File: config.mk
export PLATFORM = sky130hd
export DESIGN_NAME = fgt_ctrl
export DESIGN_NICKNAME = d
export VERILOG_FILES = /design/src/sv/fgt_pkg.sv /design/src/sv/fgt_ctrl.sv
export SDC_FILE = /design/constraint.sdc
export NUM_CORES = 1
export LEC_CHECK = 0
export BUFFER_PORTS_ARGS = -buffer_cell sky130_fd_sc_hd__buf_2
export CAP_MARGIN = 20
export CORE_AREA = 2 2 39 41
export CTS_CLUSTER_SIZE = 20
export DETAILED_ROUTE_END_ITERATION = 10
export DIE_AREA = 0 0 41 43
export PLACE_DENSITY = 0.38
export SLEW_MARGIN = 20
export SYNTH_ARGS = -nofsm -noshare
export SYNTH_HDL_FRONTEND = slang
export SYNTH_SLANG_ARGS = --single-unit
export TNS_END_PERCENT = 100
File: constraint.sdc
create_clock -name i_clk -period 3.2 [get_ports i_clk]
set_input_delay 0.64 -clock i_clk [delete_from_list [all_inputs] [get_ports i_clk]]
set_output_delay 0.64 -clock i_clk [all_outputs]
set_load 0.02 [all_outputs]
File: src/sv/fgt_pkg.sv
// ============================================================================
// fgt_pkg
// Shared types and constants for the frame grant table: request and response
// payloads, request and status codes, controller states and the command and
// status groups between the controller and the datapath.
// ============================================================================
package fgt_pkg;

    // Fixed field widths of the request and response payloads.
    localparam int REQ_TYPE_W   = 3;
    localparam int DOMAIN_W     = 3;
    localparam int FRAME_W      = 16;
    localparam int RIGHTS_W     = 8;
    localparam int STATUS_W     = 2;
    localparam int COUNT_W      = 16;

    // Widest rights mask the storage supports.
    localparam int RIGHTS_MAX_W = 16;

    // Configuration port.
    localparam int CFG_INDEX_W  = 1;
    localparam int CFG_DATA_W   = 11;

    // Configuration register indexes.
    localparam logic [CFG_INDEX_W-1:0] CFG_ROOT_DOMAIN = 1'd0;
    localparam logic [CFG_INDEX_W-1:0] CFG_FRAME_COUNT = 1'd1;

    // Reset values of the configuration registers.
    localparam logic [DOMAIN_W-1:0]   ROOT_DOMAIN_RESET = 3'd0;
    localparam logic [CFG_DATA_W-1:0] FRAME_COUNT_RESET = 11'd1024;

    // Saturation limits of the per-frame counters.
    localparam logic [COUNT_W-1:0] COUNT_MAX  = 16'hFFFF;
    localparam logic [COUNT_W-1:0] COUNT_ZERO = 16'h0000;

    // Request codes; the two unused codes are no-ops.
    typedef enum logic [REQ_TYPE_W-1:0] {
        REQ_HOLDS      = 3'd0,
        REQ_ADD        = 3'd1,
        REQ_DROP       = 3'd2,
        REQ_MAP_ADD    = 3'd3,
        REQ_MAP_REMOVE = 3'd4,
        REQ_POOL_MARK  = 3'd5
    } t_req_type;

    // Response status codes.
    typedef enum logic [STATUS_W-1:0] {
        ST_OK        = 2'd0,
        ST_RANGE     = 2'd1,
        ST_NOT_FOUND = 2'd2
    } t_status;

    // Request payload.
    typedef struct packed {
        logic [REQ_TYPE_W-1:0] req_type;
        logic [DOMAIN_W-1:0]   domain;
        logic [FRAME_W-1:0]    frame;
        logic [RIGHTS_W-1:0]   rights;
    } t_req;

    // Response payload.
    typedef struct packed {
        logic                allowed;
        logic [STATUS_W-1:0] status;
        logic [COUNT_W-1:0]  frame_refs;
    } t_rsp;

    // Controller states.
    typedef enum logic [1:0] {
        S_CLEAR = 2'd0,
        S_IDLE  = 2'd1,
        S_READ  = 2'd2,
        S_EXEC  = 2'd3
    } t_state;

    // Commands from the controller to the datapath.
    typedef struct packed {
        logic in_ready;
        logic accept;
        logic clear_step;
        logic exec;
    } t_cmd;

    // Status from the datapath to the controller.
    typedef struct packed {
        logic clear_last;
        logic out_free;
    } t_sts;

endpackage

File: src/sv/fgt_ctrl.sv
// ============================================================================
// fgt_ctrl
// Controller of the frame grant table: runs the clearing pass after reset,
// then steps each request through read, execute and result load.
// ============================================================================
module fgt_ctrl (
    input  logic          i_clk,
    input  logic          i_rst_n,
    input  logic          i_in_valid,
    input  fgt_pkg::t_sts i_sts,
    output fgt_pkg::t_cmd o_cmd
);
    import fgt_pkg::*;

    t_state r_state;
    t_state n_state;

    // State register.
    always_ff @(posedge i_clk) begin
        if (!i_rst_n) begin
            r_state <= S_CLEAR;
        end else begin
            r_state <= n_state;
        end
    end

    // Next state.
    always_comb begin
        n_state = r_state;
        case (r_state)
            S_CLEAR: begin
                if (i_sts.clear_last) begin
                    n_state = S_IDLE;
                end
            end
            S_IDLE: begin
                if (i_in_valid) begin
                    n_state = S_READ;
                end
            end
            S_READ: begin
                n_state = S_EXEC;
            end
            S_EXEC: begin
                if (i_sts.out_free) begin
                    n_state = S_IDLE;
                end
            end
            default: begin
                n_state = S_CLEAR;
            end
        endcase
    end

    // Commands.
    always_comb begin
        o_cmd = '0;
        case (r_state)
            S_CLEAR: begin
                o_cmd.clear_step = 1'b1;
            end
            S_IDLE: begin
                o_cmd.in_ready = 1'b1;
                o_cmd.accept   = i_in_valid;
            end
            S_READ: begin
                o_cmd = '0;
            end
            S_EXEC: begin
                o_cmd.exec = i_sts.out_free;
            end
            default: begin
                o_cmd = '0;
            end
        endcase
    end

endmodule

==> metrics.txt <==
clock sinks=2; Synth Area in Compound Gates=5.88%; mean number of vias per cell=3.19; GRT Resource Usage Total=4.11%; share of the yosys chip area belonging to registers=23.5%; top post-synthesis cells by area=ha_1 (29%), dfxtp_1 (24%), mux2i_1 (12%); kind of critical path=flop to output pin; minimum clock period=1.80 ns; Post-Syn Area=170 µm²; Worst-path clk slew=0.03 ns; max cap viols=0; Initial DRC Count=5; Setup TNS=0 ns; Mapped Nets=29; largest family of logic cells by synthesized area=adder cells; die area=1760 µm²; sequential standard cell area=40.0 µm²; min-delay src=r_state[1]; post-synthesis mux area share=11.8%; Worst EP required=2.56 ns; status=completed; Pins Over Slew Limit=0; Top Registers=r_state: 2 flops; asr flop ratio synth=0%; Die Ht=43 µm; area leader, netlist=ha_1; syn avg cell area=8.51 µm²; Startpoint Class=flop; Port-buffer cells=8; register bit count reported by yosys=2; post-CTS setup buffers=0; Synth Area in Adders=29.4%; TritonCTS Buffers=3; most numerous cell in the Yosys netlist=inv_1; number of flops mapped to enable cells by yosys=0; post-synth top area share=29.4%; Layout fillers=155; fraction of layout cells with a size suffix above 1=38.7%; Leak Pwr=0.000145 µW; crit path from=r_state[1]; Slew headroom=63.8%; Synth Warn #=0; largest net degree at the start of global routing=6; CP arrival=1.16 ns; Max clock buf depth=2; PostCTS Resize Cnt=0; RSZ-0062 raised after global routing=false; vias in the first global route=112; Final period util=56.4%; VDD IR max=249 µV; vias post-DR=150; total wire length=317 µm; per-cell routed wire length=6.74 µm; Peak Freq=554 MHz; initial antenna violation count=0; GP Congestion=0.626; die width=41 µm; PnR worst setup slack=1.40 ns; CTS tree=yes; Biggest register=r_state; post-synthesis instance total=20; GRT Residual Overflow=0; Critical Path Fanout Max=3; Multi-input gate area=111 µm²; Slew @ Worst Pin=0.543 ns; Post-Synth XOR/XNOR Area=0%; hold_buf cts=0; Synth top cells by count=inv_1 (5), ha_1 (4), nand2_1 (3), dfxtp_1 (2), mux2i_1 (2); global-route wire length before repair=441 µm; DRC=0; Final nets=42; prevailing post-synth register cell=dfxtp_1; # IOs=9; post-synthesis simple-gate area fraction=18.4%; Hold Fails Final Rpt=0; worst slack, placed=1.50 ns; Power Density=749 nW/µm²; placeable core area=1380 µm²; Starting Density=12.3%; CTS H-tree lvls=1; post-synth cell types=9; FF-to-FF Start=r_state[0]; clock latency on the worst-skew pair=0.22 ns; drt pass-1 iters=4; Setup Skew=0.00342 ns; Setup violations, final=0; area grow syn2layout=48.5%; FP Rows=14; HP Class=flop to flop; max reg flops=2; CP Capture Type=output pin; root buffer cell=clkbuf_4; Post-DRT Antenna Nets=0; diode count=0
per-layer routing:
| layer | vias up | wire, µm | global-route usage [%] |
|---|---|---|---|
| met1 | 54 | 169 | 6.07 |
| li1 | 85 | - | - |
| met3 | 0 | 56 | 3.14 |
| met4 | 0 | 0 | 4.00 |
| met5 | - | 0 | 0 |
| met2 | 11 | 91 | 3.13 |
through the flow:
step / std cells / area, µm² / power [µW] / hold slack (ns) / util [%]
2_1_floorplan: 20 / 170 / 113 / 0.451 / -
3_3_place_gp: 44 / 230 / 137 / 0.474 / 16.6
3_5_place_dp: 44 / 230 / 136 / 0.474 / 16.6
4_1_cts: 47 / 253 / 194 / 0.479 / 18.3
5_1_grt: 47 / 253 / 209 / 0.496 / 18.3
6_report: 47 / 253 / 189 / 0.474 / 18.3
power by group:
part | total, µW | internal (µW) | leakage [µW] | switching [µW]
clock | 54.0 | 41.2 | 0.0000138 | 12.7
sequential | 43.4 | 33.9 | 0.0000166 | 9.49
combinational | 91.9 | 39.7 | 0.000114 | 52.2
total | 189 | 115 | 0.000145 | 74.4
path summary, 6_finish.rpt:
kind / to / slack (ns) / cells past startpoint
max: o_cmd[2] / 1.40 / 4
min: r_state[1] / 0.47 / 2
max reg2reg: r_state[0] / 1.67 / 4
min reg2reg: r_state[1] / 0.47 / 2
placed cells by master (no fill, tap or decap):
master,count
buf_2,8
inv_1,5
ha_1,4
nand2_1,3
clkbuf_4,3
mux2i_1,2
dfxtp_1,2
and2_1,1
nand2b_1,1
a222oi_1,1
and2_2,1
cell type report:
type                            count  share of cell area, %
Inverter                            5                   7.43
Multi-Input combinational cell     13                   44.1
Clock buffer                        3                   8.91
Tap cell                           16                   7.92
Timing Repair Buffer                8                   15.8
Sequential cell                     2                   15.8
logic make-up (layout without fill, tap and decap cells):
group	count (synthesis)	after routing
buffers and inverters	5	16
muxes	2	2
AOI/OAI and AO/OA	1	1
DFF	2	2
and+or+nand+nor	6	6
adders and majority gates	4	4
critical path: stages (launching register included):
cell	delay, ns
dfxtp_1	0.34
inv_1	0.08
ha_1	0.21
and2_2	0.17
buf_2	0.15
No activity file was read; power rests on OpenSTA's default activity.
